===== src/pip_pkg.sv =====
`default_nettype none

package pip_pkg;

  localparam int MAX_VERTICES = 64;
  localparam int IDX_W        = $clog2(MAX_VERTICES);
  localparam int CNT_W        = $clog2(MAX_VERTICES + 1);
  localparam int CRD_W        = 24;
  localparam int DIF_W        = CRD_W + 1;
  localparam int PRD_W        = 2 * DIF_W;

  typedef enum logic [1:0] {
    KIND_CLEAR  = 2'd0,
    KIND_APPEND = 2'd1,
    KIND_QUERY  = 2'd2
  } kind_t;

  typedef struct packed {
    logic [1:0]              kind;
    logic signed [CRD_W-1:0] x_coord;
    logic signed [CRD_W-1:0] y_coord;
  } pip_in_t;

  typedef struct packed {
    logic inside_res;
    logic polygon_valid;
  } pip_out_t;

  typedef struct packed {
    logic signed [CRD_W-1:0] x;
    logic signed [CRD_W-1:0] y;
  } vtx_t;

  // vertex store write port
  typedef struct packed {
    logic             en;
    logic [IDX_W-1:0] addr;
    vtx_t             data;
  } vwr_t;

  // finished query handed to the output register
  typedef struct packed {
    logic valid;
    logic hit;
    logic poly_ok;
  } res_t;

endpackage

`default_nettype wire


===== src/pip_ctrl.sv =====
`default_nettype none

module pip_ctrl (
  input  logic                              clk,
  input  logic                              rst_n,
  input  logic                              in_fire,
  input  pip_pkg::pip_in_t                  in_data,
  output logic                              idle,
  output pip_pkg::vwr_t                     wr,
  output logic [pip_pkg::IDX_W-1:0]         rd_addr,
  input  pip_pkg::vtx_t                     rd_data,
  output logic signed [pip_pkg::DIF_W-1:0]  mul_a,
  output logic signed [pip_pkg::DIF_W-1:0]  mul_b,
  input  logic signed [pip_pkg::PRD_W-1:0]  mul_p,
  output pip_pkg::res_t                     res,
  input  logic                              res_ack
);

  localparam int CW = pip_pkg::CRD_W;
  localparam int DW = pip_pkg::DIF_W;
  localparam int IW = pip_pkg::IDX_W;
  localparam int NW = pip_pkg::CNT_W;

  typedef enum logic [7:0] {
    ST_IDLE   = 8'b0000_0001,
    ST_PRE    = 8'b0000_0010,
    ST_P_LAST = 8'b0000_0100,
    ST_V0     = 8'b0000_1000,
    ST_M1     = 8'b0001_0000,
    ST_M2     = 8'b0010_0000,
    ST_DEC    = 8'b0100_0000,
    ST_DONE   = 8'b1000_0000
  } state_t;

  state_t state_r, state_nxt;

  logic [NW-1:0]                cnt_r;
  logic [IW-1:0]                idx_r;
  logic                         pre_vld_r;
  logic signed [CW-1:0]         px_r, py_r;
  logic signed [CW-1:0]         x0_r, y0_r, x1_r, y1_r, x2_r, y2_r;
  logic signed [CW-1:0]         off_y_r;
  logic                         off_found_r;
  logic                         skip_r;
  logic signed [pip_pkg::PRD_W-1:0] lhs_r;
  logic                         parity_r;
  logic                         poly_ok_r;

  logic [IW-1:0]                last_idx;
  logic                         is_last;
  logic                         store_full;
  logic                         is_query;
  logic                         big_enough;
  logic signed [CW-1:0]         rd_x, rd_y, v2_x, v2_y;
  logic signed [DW-1:0]         d_py_y1, d_x2_x1, d_px_x1, d_y2_y1;
  logic                         on_line;
  logic                         skip_nxt;
  logic                         cmp_hit;
  logic                         count_hit;

  assign last_idx   = IW'(cnt_r - 1'b1);
  assign is_last    = (idx_r == last_idx);
  assign store_full = (cnt_r >= NW'(pip_pkg::MAX_VERTICES));
  assign is_query   = (in_data.kind == pip_pkg::KIND_QUERY);
  assign big_enough = (cnt_r >= NW'(3));

  assign rd_x = rd_data.x;
  assign rd_y = rd_data.y;
  // the closing edge wraps back to vertex 0
  assign v2_x = is_last ? x0_r : rd_x;
  assign v2_y = is_last ? y0_r : rd_y;

  assign d_py_y1 = {py_r[CW-1], py_r} - {y1_r[CW-1], y1_r};
  assign d_x2_x1 = {v2_x[CW-1], v2_x} - {x1_r[CW-1], x1_r};
  assign d_px_x1 = {px_r[CW-1], px_r} - {x1_r[CW-1], x1_r};
  assign d_y2_y1 = {y2_r[CW-1], y2_r} - {y1_r[CW-1], y1_r};

  // shared multiplier: (py-y1)*(x2-x1) in M1, (px-x1)*(y2-y1) in M2
  always_comb begin
    if (state_r == ST_M2) begin
      mul_a = d_px_x1;
      mul_b = d_y2_y1;
    end else begin
      mul_a = d_py_y1;
      mul_b = d_x2_x1;
    end
  end

  assign on_line = (py_r == y1_r);

  always_comb begin
    skip_nxt = ((x1_r < px_r) && (v2_x < px_r)) ||
               ((y1_r < py_r) && (v2_y < py_r)) ||
               ((y1_r > py_r) && (v2_y > py_r)) ||
               (y1_r == v2_y);
    // ray through the first vertex: drop the edge if the neighbors straddle the ray
    if (on_line) begin
      skip_nxt = skip_nxt || !off_found_r ||
                 ((off_y_r < py_r) && (v2_y > py_r)) ||
                 ((off_y_r > py_r) && (v2_y < py_r));
    end
  end

  assign cmp_hit   = (y2_r > y1_r) ? (lhs_r > mul_p) : (lhs_r < mul_p);
  assign count_hit = !skip_r && cmp_hit;

  always_comb begin
    unique case (state_r)
      ST_PRE:    rd_addr = idx_r;
      ST_P_LAST: rd_addr = '0;
      ST_V0:     rd_addr = IW'(1);
      ST_DEC:    rd_addr = idx_r + IW'(2);
      default:   rd_addr = idx_r;
    endcase
  end

  assign wr.en   = in_fire && (in_data.kind == pip_pkg::KIND_APPEND) && !store_full;
  assign wr.addr = cnt_r[IW-1:0];
  assign wr.data = '{x: in_data.x_coord, y: in_data.y_coord};

  always_comb begin
    state_nxt = state_r;
    unique case (state_r)
      ST_IDLE: begin
        if (in_fire && is_query) begin
          state_nxt = big_enough ? ST_PRE : ST_DONE;
        end
      end
      ST_PRE: begin
        if (is_last) begin
          state_nxt = ST_P_LAST;
        end
      end
      ST_P_LAST: state_nxt = ST_V0;
      ST_V0:     state_nxt = ST_M1;
      ST_M1:     state_nxt = ST_M2;
      ST_M2:     state_nxt = ST_DEC;
      ST_DEC:    state_nxt = is_last ? ST_DONE : ST_M1;
      ST_DONE: begin
        if (res_ack) begin
          state_nxt = ST_IDLE;
        end
      end
      default:   state_nxt = ST_IDLE;
    endcase
  end

  always_ff @(posedge clk) begin
    if (!rst_n) begin
      state_r   <= ST_IDLE;
      cnt_r     <= '0;
      pre_vld_r <= 1'b0;
    end else begin
      state_r   <= state_nxt;
      pre_vld_r <= (state_r == ST_PRE);
      if (in_fire) begin
        unique case (in_data.kind)
          pip_pkg::KIND_CLEAR:  cnt_r <= '0;
          pip_pkg::KIND_APPEND: begin
            if (!store_full) begin
              cnt_r <= cnt_r + 1'b1;
            end
          end
          default: ;
        endcase
      end
    end
  end

  always_ff @(posedge clk) begin
    unique case (state_r)
      ST_IDLE: begin
        if (in_fire && is_query) begin
          px_r        <= in_data.x_coord;
          py_r        <= in_data.y_coord;
          parity_r    <= 1'b0;
          poly_ok_r   <= big_enough;
          off_found_r <= 1'b0;
          idx_r       <= '0;
        end
      end
      ST_PRE: begin
        // prepass: remember the highest-index vertex off the ray's line
        if (pre_vld_r && (rd_y != py_r)) begin
          off_y_r     <= rd_y;
          off_found_r <= 1'b1;
        end
        if (!is_last) begin
          idx_r <= idx_r + 1'b1;
        end
      end
      ST_P_LAST: begin
        if (rd_y != py_r) begin
          off_y_r     <= rd_y;
          off_found_r <= 1'b1;
        end
      end
      ST_V0: begin
        x0_r  <= rd_x;
        y0_r  <= rd_y;
        x1_r  <= rd_x;
        y1_r  <= rd_y;
        idx_r <= '0;
      end
      ST_M1: begin
        x2_r   <= v2_x;
        y2_r   <= v2_y;
        skip_r <= skip_nxt;
      end
      ST_M2: begin
        lhs_r <= mul_p;
      end
      ST_DEC: begin
        parity_r <= parity_r ^ count_hit;
        if (y1_r != py_r) begin
          off_y_r     <= y1_r;
          off_found_r <= 1'b1;
        end
        x1_r  <= x2_r;
        y1_r  <= y2_r;
        idx_r <= idx_r + 1'b1;
      end
      default: ;
    endcase
  end

  assign idle = (state_r == ST_IDLE);
  assign res  = '{valid: (state_r == ST_DONE), hit: parity_r & poly_ok_r, poly_ok: poly_ok_r};

endmodule

`default_nettype wire


===== config.mk =====
export PLATFORM = sky130hd
export DESIGN_NAME = pip_ctrl
export DESIGN_NICKNAME = d
export VERILOG_FILES = /design/src/pip_pkg.sv /design/src/pip_ctrl.sv
export SDC_FILE = /design/constraint.sdc
export NUM_CORES = 1
export LEC_CHECK = 0
export ABC_CLOCK_PERIOD_IN_PS = 8500
export CORE_ASPECT_RATIO = 1.1
export CORE_MARGIN = 4
export CORE_UTILIZATION = 65
export CTS_BUF_LIST = sky130_fd_sc_hd__clkbuf_16
export DETAILED_ROUTE_END_ITERATION = 12
export DONT_BUFFER_PORTS = 1
export HOLD_SLACK_MARGIN = 0.03
export PLACE_DENSITY = 0.87
export SLEW_MARGIN = 5
export SYNTH_ARGS = -nofsm -noshare
export SYNTH_HDL_FRONTEND = slang
export SYNTH_SLANG_ARGS = --single-unit

===== constraint.sdc =====
create_clock -name clk -period 8.5 [get_ports clk]
set_input_delay 1.275 -clock clk [delete_from_list [all_inputs] [get_ports clk]]
set_output_delay 1.275 -clock clk [all_outputs]
set_load 0.01 [all_outputs]

==> metrics.md, run 1 <==
| Metric | Value |
|---|---|
| Most common cell after layout, fill and taps aside | `edfxtp_1` |
| Fill cells | `2315` |
| CP Max Fanout | `23` |
| Peak VDD IR | `168.1 uV` |
| Initial antenna violation count | `0` |
| Largest net degree at the start of global routing | `79` |
| Asr flop ratio synth | `0` |
| Syn avg cell area | `9.970 um2` |
| Synthesis-stage register bit count | `292` |
| Routed vias | `15970` |
| Share of cells above drive strength 1 | `0.06432` |
| WL/cell | `24.45 um` |
| Share of the synthesized area in the top cell type | `0.4063` |
| Post-CTS Resized | `0` |
| PwrDens | `171.9 mW/mm2` |
| Die H | `193.8 um` |
| Iter 0 DRT Violations | `1812` |
| # setup viols final | `0` |
| RSZ-0062 raised after global routing | `false` |
| Startpoint Class | `flop` |
| Vias in the first global route | `15930` |
| Placed instance area | `0.02044 mm2` |
| Yosys warns | `0` |
| H-tree Lvls | `2` |
| Synth area leader | `edfxtp_1` |
| WL final | `59540 um` |
| Max-slew violation count | `0` |
| WHS | `512.7 ps` |
| Setup WS pre-CTS | `1639 ps` |
| Starting Density | `0.6648` |
| Worst-path clk slew | `60 ps` |
| Area Overhead vs Synth | `5.570%` |
| Setup ws final | `927.7 ps` |
| Core Area | `0.03068 mm2` |
| Nets@finish | `2375` |
| Hold Path Sink | `x1_r[9]` |
| DIE WIDTH | `176.9 um` |
| Reg area | `0.008608 mm2` |
| Final Skew | `28.64 ps` |
| Yosys cell types | `82` |
| Commonest cells after routing, fill and taps aside | `edfxtp_1 (276), nand2_1 (259), ha_1 (221), inv_1 (192), o21ai_0 (133)` |
| Register area share after synthesis | `0.4220` |
| Clock latency on the worst-skew pair | `550 ps` |
| Placer congestion estimate | `1.005` |
| Leak Pwr | `0.009087 uW` |
| Flop2flop setup slack | `2410 ps` |
| Post-DP HPWL | `44800 um` |
| Fmax | `132.1 MHz` |
| First-pass DRT Iterations | `5` |
| Crit end category | `output pin` |
| Crit path time final | `7572 ps` |
| Setup TNS | `0 ps` |
| Worst Path Required | `7220 ps` |
| Reg2reg start | `cnt_r[0]` |
| Footprint of the multi-input gates | `0.01052 mm2` |
| Cell Rows | `67` |
| Clock buffer count from CTS | `34` |
| Count of maximum capacitance violations | `0` |
| Top_reg_cell synth | `edfxtp_1` |
| RR Endpoint | `skip_r` |
| CTS Hold Bufs | `0` |
| Maximum root-to-sink buffer count | `3` |
| Post-synth EDFFs | `276` |
| Clock sinks | `292` |
| HP Start | `x2_r[9]` |
| Worst reg2reg path depth | `18` |
| Worst hold stages | `2` |
| Outcome | `complete, no violations` |
| Final hold viol count | `0` |
| TritonCTS clock tree | `built` |
| Critical path class | `flop to output pin` |
| Fin crit share | `0.8909` |
| Ports | `267` |
| Post-route cell area | `0.02153 mm2` |
| Congestion Overflow GR | `0` |
| Port bufs | `0` |
| Antenna viol nets, final | `0` |
| Synth Instances | `2046` |
| Ranking of synthesized cells by area | `edfxtp_1 (41%), ha_1 (14%), nand2_1 (4.8%)` |
| Relative slew slack | `0.3883` |
| Die area | `0.03428 mm2` |
| Worst-Margin Slew | `917.6 ps` |
| Vias per cell | `6.559` |
| Tightest Hold Check Type | `flop to flop` |
| DRC | `0` |
| WP data arrival | `6300 ps` |
| Mapped cell area | `0.02040 mm2` |
| First-pass GRT wire length | `90520 um` |
| Syn nets | `2423` |
| N_diodes | `0` |
| Setup bufs post-CTS | `0` |
| Tot Pwr | `3701 uW` |
| CTS root buf | `clkbuf_16` |
| All-Layer GR Usage | `0.3392` |
[area by class of cell]
class                      count  area share
clock buffer                  34     0.03951
clock inverter                25     0.01139
inverter                     188     0.03277
multi-input combinational   1470      0.4883
sequential                   292      0.3997
tap                          414     0.02405
timing repair buffer          12    0.004183
[through the flow]
step | instances | util
finish | 2435 | 0.7019
global route | 2435 | 0.7019
CTS | 2435 | 0.7019
detailed placement | 2376 | 0.6661
global placement | 2376 | 0.6661
floorplan | 2046 | -
[routing by layer]
layer / share of wire / vias to the layer above / track usage
li1: - / 7298 / -
met1: 0.37 / 7576 / 0.4311
met2: 0.47 / 932 / 0.5624
met3: 0.11 / 164 / 0.07527
met4: 0.049 / 0 / 0.1393
met5: 0 / - / 0
[cells by family after synthesis]
family | share of synthesized area
AND/OR/NAND/NOR | 0.1376
AO/OA/AOI/OAI | 0.1459
flip-flops | 0.4220
buffers and inverters | 0.06355
adder cells (fa/ha/maj) | 0.1395
XOR/XNOR | 0.06097
multiplexers | 0.03042
[state kept, by name (all words and copies together) (netlist names), 6 cells and up]
register,flops
cnt_r,7
idx_r,6
lhs_r,50
off_y_r,24
px_r,24
py_r,24
state_r,8
x0_r,24
x1_r,24
x2_r,24
y0_r,24
y1_r,24
y2_r,24
[power breakdown]
group / internal [uW] / switching [uW] / leakage (uW)
sequential: 1620 / 51.9 / 0.00262
clock: 856 / 605 / 0.000554
combinational: 212 / 359 / 0.00591
[Yosys cell counts (10+ instances only)]
master	n
a211oi_1	12
a21o_1	66
a21oi_1	103
a31oi_1	19
and3_1	14
buf_4	56
clkbuf_1	23
dfxtp_1	16
edfxtp_1	276
ha_1	221
inv_1	187
mux2_2	39
mux2i_1	17
nand2_1	259
nand2b_1	25
nand3_1	47
nand4_1	37
nor2_1	79
nor2b_1	13
nor3_1	24
nor3b_1	10
nor4_1	17
o211ai_1	12
o21a_1	21
o21ai_0	133
o21bai_1	10
or3_1	10
xnor2_1	61
xor2_1	81
[worst max-delay path, cell delays in order (launching register included)]
cell	delay [ps]
dfxtp_1	550
inv_1	150
ha_1	290
o21ba_1	190
a22oi_1	220
mux2i_1	250
nor2_4	690
mux2_2	450
ha_1	380
and4_1	320
nand3_1	140
a2111oi_0	770
a211oi_1	240
o31ai_1	480
nand3_1	130
nand2_1	100
xnor2_1	60
o211ai_1	310
[worst max-delay path by stage]
stage / from / to / slack (ps) / cells after the start
6_report: cnt_r[0] / mul_b[23] / 930 / 17
5_1_grt: cnt_r[0] / mul_b[23] / 510 / 17
4_1_cts: cnt_r[0] / mul_b[23] / 1040 / 17
3_5_place_dp: cnt_r[0] / mul_b[23] / 1640 / 17
3_3_place_gp: cnt_r[0] / mul_b[23] / 1740 / 17
2_1_floorplan: state_r[5] / rd_addr[3] / 930 / 7
No activity file was read; power rests on OpenSTA's default activity.
==> run 2, diff against run 1 <==
--- a/config.mk
+++ b/config.mk
@@ -5,7 +5,7 @@
 export SDC_FILE = /design/constraint.sdc
 export NUM_CORES = 1
 export LEC_CHECK = 0
-export ABC_CLOCK_PERIOD_IN_PS = 8500
+export ABC_AREA = 1
 export CORE_ASPECT_RATIO = 1.1
 export CORE_MARGIN = 4
 export CORE_UTILIZATION = 65
==> run 2 against run 1 <==
Fmax is 11% higher. Wire length down 1.8%. Critical endpoint is now mul_b[16]. Count of clock-buffer cells in the layout down 3. Power fell by 3.8%. Flip-flop and latch count stayed put. Non-clock buffer count unchanged. Sequential power is essentially flat. Worst setup slack better by 780 ps. Largest power group unchanged. Synthesized cell count is 21% higher. Clock power fell by 5%. Clock skew shrank 17 ps.
==> metrics.md, run 2 <==
| Metric | Value |
|---|---|
| Outcome | `complete, no violations` |
| Crit end category | `output pin` |
| PwrDens | `163.0 mW/mm2 (-5.1%)` |
| Crit path buf inv count | `5 (+4)` |
| Top_reg_cell synth | `edfxtp_1` |
| Vias per cell | `6.176 (-5.8%)` |
| Largest net degree at the start of global routing | `81 (+2.5%)` |
| DRC | `0 (unchanged)` |
| Worst-Margin Slew | `1190 ps (+272.4 ps)` |
| Peak VDD IR | `187.5 uV (+12%)` |
| All-Layer GR Usage | `0.3262 (-0.01304)` |
| WP data arrival | `5520 ps (-780 ps)` |
| Iter 0 DRT Violations | `1721 (-5.0%)` |
| Leak Pwr | `0.009967 uW (+9.7%)` |
| Syn avg cell area | `8.380 um2 (-16%)` |
| Crit path time final | `6792 ps (-780.3 ps)` |
| Maximum root-to-sink buffer count | `3 (unchanged)` |
| Count leader, synth | `nand2_1` |
| WL/cell | `20.34 um (-17%)` |
| Tightest Hold Check Type | `flop to flop` |
| H-tree Lvls | `1 (-1)` |
| Congestion Overflow GR | `0 (unchanged)` |
| RSZ-0062 raised after global routing | `false` |
| Post-DP HPWL | `44150 um (-1.4%)` |
| Tot Pwr | `3561 uW (-3.8%)` |
| Synth area leader | `edfxtp_1` |
| Setup WS pre-CTS | `2493 ps (+853.7 ps)` |
| Share of the synthesized area in the top cell type | `0.4001 (-0.006209)` |
| Setup ws final | `1708 ps (+780.3 ps)` |
| Port bufs | `0 (unchanged)` |
| Register area share after synthesis | `0.4156 (-0.006449)` |
| Commonest cells after routing, fill and taps aside | `nand2_1 (563), inv_1 (356), edfxtp_1 (276), ha_1 (221), a21oi_1 (215)` |
| Clock buffer count from CTS | `31 (-8.8%)` |
| CP peak stage delay | `480 ps (-290 ps)` |
| Vias in the first global route | `17470 (+9.6%)` |
| Count of maximum capacitance violations | `0 (unchanged)` |
| Relative slew slack | `0.2055 (-0.1828)` |
| # setup viols final | `0 (unchanged)` |
| Routed vias | `17760 (+11%)` |
| Synth Instances | `2472 (+21%)` |
| Clock sinks | `292 (unchanged)` |
| Crit path top cell by count | `nand2_1` |
| Fin crit share | `0.7991 (-0.09180)` |
| Fmax | `147.2 MHz (+11%)` |
| Max-slew violation count | `0 (unchanged)` |
| Setup bufs post-CTS | `0 (unchanged)` |
| Initial antenna violation count | `0 (unchanged)` |
| Core Area | `0.03140 mm2 (+2.3%)` |
| Slowest CP cell | `dfxtp_1` |
| Post-CTS Resized | `0 (unchanged)` |
| Starting Density | `0.6598 (-0.005020)` |
| First-pass DRT Iterations | `6 (+1)` |
| Top reg by flops | `lhs_r` |
| Asr flop ratio synth | `0 (unchanged)` |
| Max reg flops | `50 (unchanged)` |
| N_diodes | `0 (unchanged)` |
| Mapped cell area | `0.02071 mm2 (+1.6%)` |
| Syn nets | `2849 (+18%)` |
| Setup TNS | `0 ps (unchanged)` |
| Top cells by count, synth | `nand2_1 (564), inv_1 (356), edfxtp_1 (276), ha_1 (221), a21oi_1 (215)` |
| DIE WIDTH | `178.2 um (+0.74%)` |
| First-pass GRT wire length | `89690 um (-0.92%)` |
| Die H | `195.2 um (+0.74%)` |
| Final Skew | `11.93 ps (-16.72 ps)` |
| Cell Rows | `68 (+1.5%)` |
| Post-synth EDFFs | `276 (unchanged)` |
| Ranking of synthesized cells by area | `edfxtp_1 (40%), ha_1 (13%), nand2_1 (10%)` |
| TritonCTS clock tree | `built` |
| CTS root buf | `clkbuf_16` |
| Area Overhead vs Synth | `5.424%` |
| WL final | `58470 um (-1.8%)` |
| Nets@finish | `2807 (+18%)` |
| CTS Hold Bufs | `0 (unchanged)` |
| Die area | `0.03479 mm2 (+1.5%)` |
| Worst-path clk slew | `70 ps (about the same)` |
| Yosys warns | `0 (unchanged)` |
| Synthesis-stage register bit count | `292 (unchanged)` |
| Final hold viol count | `0 (unchanged)` |
| Startpoint Class | `flop` |
| Worst Path Required | `7220 ps (about the same)` |
| Fill cells | `2341 (+1.1%)` |
| Critical path's top delay family | `simple AND/OR/NAND/NOR gates` |
| Placer congestion estimate | `0.9790 (-2.6%)` |
| Critical path class | `flop to output pin` |
| Most common cell after layout, fill and taps aside | `nand2_1` |
| CP Max Fanout | `30 (+30%)` |
| Antenna viol nets, final | `0 (unchanged)` |
| Ports | `267 (unchanged)` |
| Yosys cell types | `50 (-39%)` |
| Share of cells above drive strength 1 | `0.04807 (-0.01626)` |
| Clock latency on the worst-skew pair | `580 ps (+30 ps)` |
## run 2: kinds of logic after synthesis
logic type | count (synthesis) | share of synthesized area
AOI/OAI and AO/OA | 526 | 0.1393
xor gates and xnor gates | 47 | 0.01987
adders and majority gates | 225 | 0.1374
buffers and inverters | 448 | 0.09302
DFF | 292 | 0.4156
muxes | 26 | 0.01395
and+or+nand+nor | 908 | 0.1809
## run 2: routing by layer
metal / vias up / GRT usage / routed length, um
met3: 214 / 0.06893 / 6103
met5: - / 0 / 0
met1: 8190 / 0.4090 / 22010
met4: 0 / 0.1709 / 3481
li1: 8292 / - / -
met2: 1060 / 0.5315 / 26870
## run 2: final cells by class
class | count | area, um2 | area share
Clock inverter | 27 | 260.3 | 0.01192
Multi-Input combinational cell | 1732 | 10220 | 0.4681
Inverter | 361 | 1355 | 0.06205
Sequential cell | 292 | 8608 | 0.3942
Clock buffer | 31 | 775.7 | 0.03552
Tap cell | 420 | 525.5 | 0.02406
Timing Repair Buffer | 12 | 90.09 | 0.004125
## run 2: stage by stage
stage | utilization | area (um2) | instances | hold slack [ps]
2_1_floorplan | - | 20720 | 2472 | 483.3
3_3_place_gp | 0.6626 | 20800 | 2817 | 491.7
3_5_place_dp | 0.6626 | 20800 | 2817 | 500.7
4_1_cts | 0.6956 | 21840 | 2875 | 510.6
5_1_grt | 0.6956 | 21840 | 2875 | 516.9
6_report | 0.6956 | 21840 | 2875 | 505.1
## run 2: worst paths after layout
| check | slack [ps] | end | depth (start not counted) | from |
|---|---|---|---|---|
| max | 1710 | mul_b[16] | 29 | cnt_r[0] |
| min reg2reg | 510 | x1_r[17] | 2 | x2_r[17] |
| max reg2reg | 3360 | skip_r | 23 | cnt_r[0] |
| min | 510 | x1_r[17] | 2 | x2_r[17] |
## run 2: power breakdown
part,internal [uW],total (uW),switching [uW]
logic,177,539,362
registers,1610,1640,30.0
clock network,791,1380,593
total,2580,3560,985
## run 2: worst min-delay path, cell delays in order, from the launching register on
cell	delay [ps]
edfxtp_1	320
nand2_1	50
nand2_1	40
==> run 3, diff against run 2 <==
--- a/config.mk
+++ b/config.mk
@@ -5,7 +5,7 @@
 export SDC_FILE = /design/constraint.sdc
 export NUM_CORES = 1
 export LEC_CHECK = 0
-export ABC_AREA = 1
+export ABC_AREA = 0
 export CORE_ASPECT_RATIO = 1.1
 export CORE_MARGIN = 4
 export CORE_UTILIZATION = 65
==> constraint.sdc (replaced) <==
create_clock -name clk -period 6.45 [get_ports clk]
set_input_delay 0.9675 -clock clk [delete_from_list [all_inputs] [get_ports clk]]
set_output_delay 0.9675 -clock clk [all_outputs]
set_load 0.01 [all_outputs]
==> run 3 against run 2 <==
Worst setup slack got worse by 1500 ps. First-iteration DRC count rose by 11%. Sequential share of layout area rose by 0.29 points. Die area fell by 1.5%. Power rose by 35%. Count of clock-buffer cells in the layout did not move. Clock skew rose by 22 ps. Global-route usage rose by 1.2 points. Clock power rose by 31%. Wire length rose by 2.3%.
==> metrics.md, run 3 (synthesized netlist as in run 1, its figures left out) <==
| Metric | Value |
|---|---|
| Most common cell after layout, fill and taps aside | `edfxtp_1` |
| Core Area | `0.03068 mm2 (-2.3%)` |
| Setup TNS | `0 ps (unchanged)` |
| Startpoint Class | `flop` |
| Fill cells | `2247 (-4.0%)` |
| Area Overhead vs Synth | `6.305%` |
| DRC | `0 (unchanged)` |
| First-pass GRT wire length | `90090 um (+0.45%)` |
| Clock buffer count from CTS | `31 (unchanged)` |
| Fin crit share | `0.9739` |
| Count of maximum capacitance violations | `0 (unchanged)` |
| Post-route cell area | `0.02168 mm2 (-0.70%)` |
| Placer congestion estimate | `1.035 (+5.7%)` |
| CP Max Fanout | `8 (-73%)` |
| Outcome | `complete, no violations` |
| N_diodes | `0 (unchanged)` |
| CTS Hold Bufs | `0 (unchanged)` |
| Cell-by-cell listing of the critical path | `inv_1, ha_1, xnor2_1, a22oi_1, mux2i_4, nor2_4, buf_4, a21oi_1, ha_1, inv_1, fa_1, a21o_1, a41oi_1, a31oi_2, o21bai_2, a31o_2, a31oi_1, xor2_1, o22ai_1, nor2_1` |
| Top reg by flops | `lhs_r` |
| Commonest cells after routing, fill and taps aside | `edfxtp_1 (276), nand2_1 (259), ha_1 (221), inv_1 (191), o21ai_0 (133)` |
| Post-DP HPWL | `44610 um (+1.0%)` |
| Worst-path clk slew | `70 ps (about the same)` |
| Ports | `267 (unchanged)` |
| PwrDens | `221.3 mW/mm2 (+36%)` |
| Crit end category | `output pin` |
| Share of cells above drive strength 1 | `0.07704 (+0.02897)` |
| Worst Path Required | `5480 ps (-1740 ps)` |
| Congestion Overflow GR | `0 (unchanged)` |
| Tightest Hold Check Type | `primary input to flop` |
| Final hold viol count | `0 (unchanged)` |
| Maximum root-to-sink buffer count | `3 (unchanged)` |
| CTS root buf | `clkbuf_16` |
| Initial antenna violation count | `0 (unchanged)` |
| First-pass DRT Iterations | `6 (unchanged)` |
| Die H | `193.8 um (-0.74%)` |
| Cell Rows | `67 (-1.5%)` |
| Max-slew violation count | `0 (unchanged)` |
| Clock sinks | `292 (unchanged)` |
| Antenna viol nets, final | `0 (unchanged)` |
| Starting Density | `0.6648 (+0.005020)` |
| Clock latency on the worst-skew pair | `610 ps (+30 ps)` |
| Nets@finish | `2391 (-15%)` |
| WL final | `59820 um (+2.3%)` |
| Footprint of the multi-input gates | `0.01060 mm2 (+3.6%)` |
| WHS | `449.8 ps (-55.34 ps)` |
| Final Skew | `34.42 ps (+22.49 ps)` |
| DIE WIDTH | `176.9 um (-0.73%)` |
| Reg area | `0.008610 mm2 (about the same)` |
| All-Layer GR Usage | `0.3382 (+0.01197)` |
| WP data arrival | `5310 ps (-210 ps)` |
| Critical path's top delay family | `compound AO/OA/AOI/OAI gates` |
| Vias per cell | `6.549 (+6.0%)` |
| CP peak stage delay | `470 ps (about the same)` |
| Relative slew slack | `0.3801 (+0.1746)` |
| Largest net degree at the start of global routing | `79 (-2.5%)` |
| Leak Pwr | `0.009153 uW (-8.2%)` |
| Fmax | `159.2 MHz` |
| Critical path class | `flop to output pin` |
| Die area | `0.03428 mm2 (-1.5%)` |
| Placed instance area | `0.02050 mm2 (-1.4%)` |
| Vias in the first global route | `15940 (-8.7%)` |
| Slowest CP cell | `mux2i_4` |
| Port bufs | `0 (unchanged)` |
| # setup viols final | `0 (unchanged)` |
| Iter 0 DRT Violations | `1905 (+11%)` |
| Crit path time final | `6282 ps` |
| WL/cell | `24.39 um (+20%)` |
| Peak VDD IR | `252.1 uV (+34%)` |
| Worst-Margin Slew | `929.9 ps (-260.2 ps)` |
| H-tree Lvls | `1 (unchanged)` |
| Routed vias | `16060 (-9.6%)` |
| Crit path buf inv count | `3 (-2)` |
| Max reg flops | `50 (unchanged)` |
| TritonCTS clock tree | `built` |
==> run 3: cell types whose count changed in the layout (fill, tap and decap cells not counted), sizes merged, moves of 39 or more <==
cell / previous run / this run
inv: 365 / 194
nand2: 565 / 259
a21o: 16 / 66
nor2: 173 / 81
xor2: 25 / 81
xnor2: 22 / 61
a21oi: 215 / 103
o21ai: 210 / 135
==> run 3: repair_timing <==
action / in CTS / in global routing
setup buffers: 8 / 2
setup endpoints to repair: 8 / 9
gates cloned: 1 / 0
pin swaps: 3 / 0
resized for setup: 8 / 6
==> run 3: final cells by class <==
class / count / area share
repair buffers: 30 / 0.01096
inverters: 188 / 0.03254
clock inverters: 26 / 0.01119
multi-input cells: 1471 / 0.4886
flip-flops and latches: 292 / 0.3970
clock buffers: 31 / 0.03577
well taps: 414 / 0.02389
==> run 3: where the power goes <==
group / internal, uW / total [uW] / switching [uW]
clock: 1030 / 1810 / 774
combinational: 299 / 789 / 491
sequential: 2130 / 2200 / 68.9
==> run 3: metrics by stage <==
| step | worst slack [ps] | cells | utilization | total power [uW] |
|---|---|---|---|---|
| final | 168.1 | 2452 | 0.7068 | 4798 |
| after global routing | -98.96 | 2452 | 0.7068 | 4979 |
| after CTS | 29.03 | 2450 | 0.7052 | 4789 |
| after detailed placement | 226.9 | 2384 | 0.6683 | 2968 |
| after global placement | 431.6 | 2384 | 0.6683 | 2940 |
| after floorplan | 985.3 | 2046 | - | 2798 |
==> run 3: final timing paths <==
check | startpoint | endpoint | slack [ps] | cells after the start
hold reg to reg | x2_r[9] | x1_r[9] | 510 | 2
setup reg to reg | cnt_r[1] | skip_r | 870 | 20
setup / recovery | cnt_r[1] | mul_b[22] | 170 | 20
hold / removal | rst_n | state_r[0] | 450 | 1
==> run 3: per-layer routing <==
layer / part of all wire / up-vias / global-route usage
li1: - / 7334 / -
met1: 0.38 / 7610 / 0.4247
met2: 0.46 / 920 / 0.5536
met3: 0.11 / 195 / 0.07859
met4: 0.055 / 0 / 0.1594
met5: 0 / - / 0
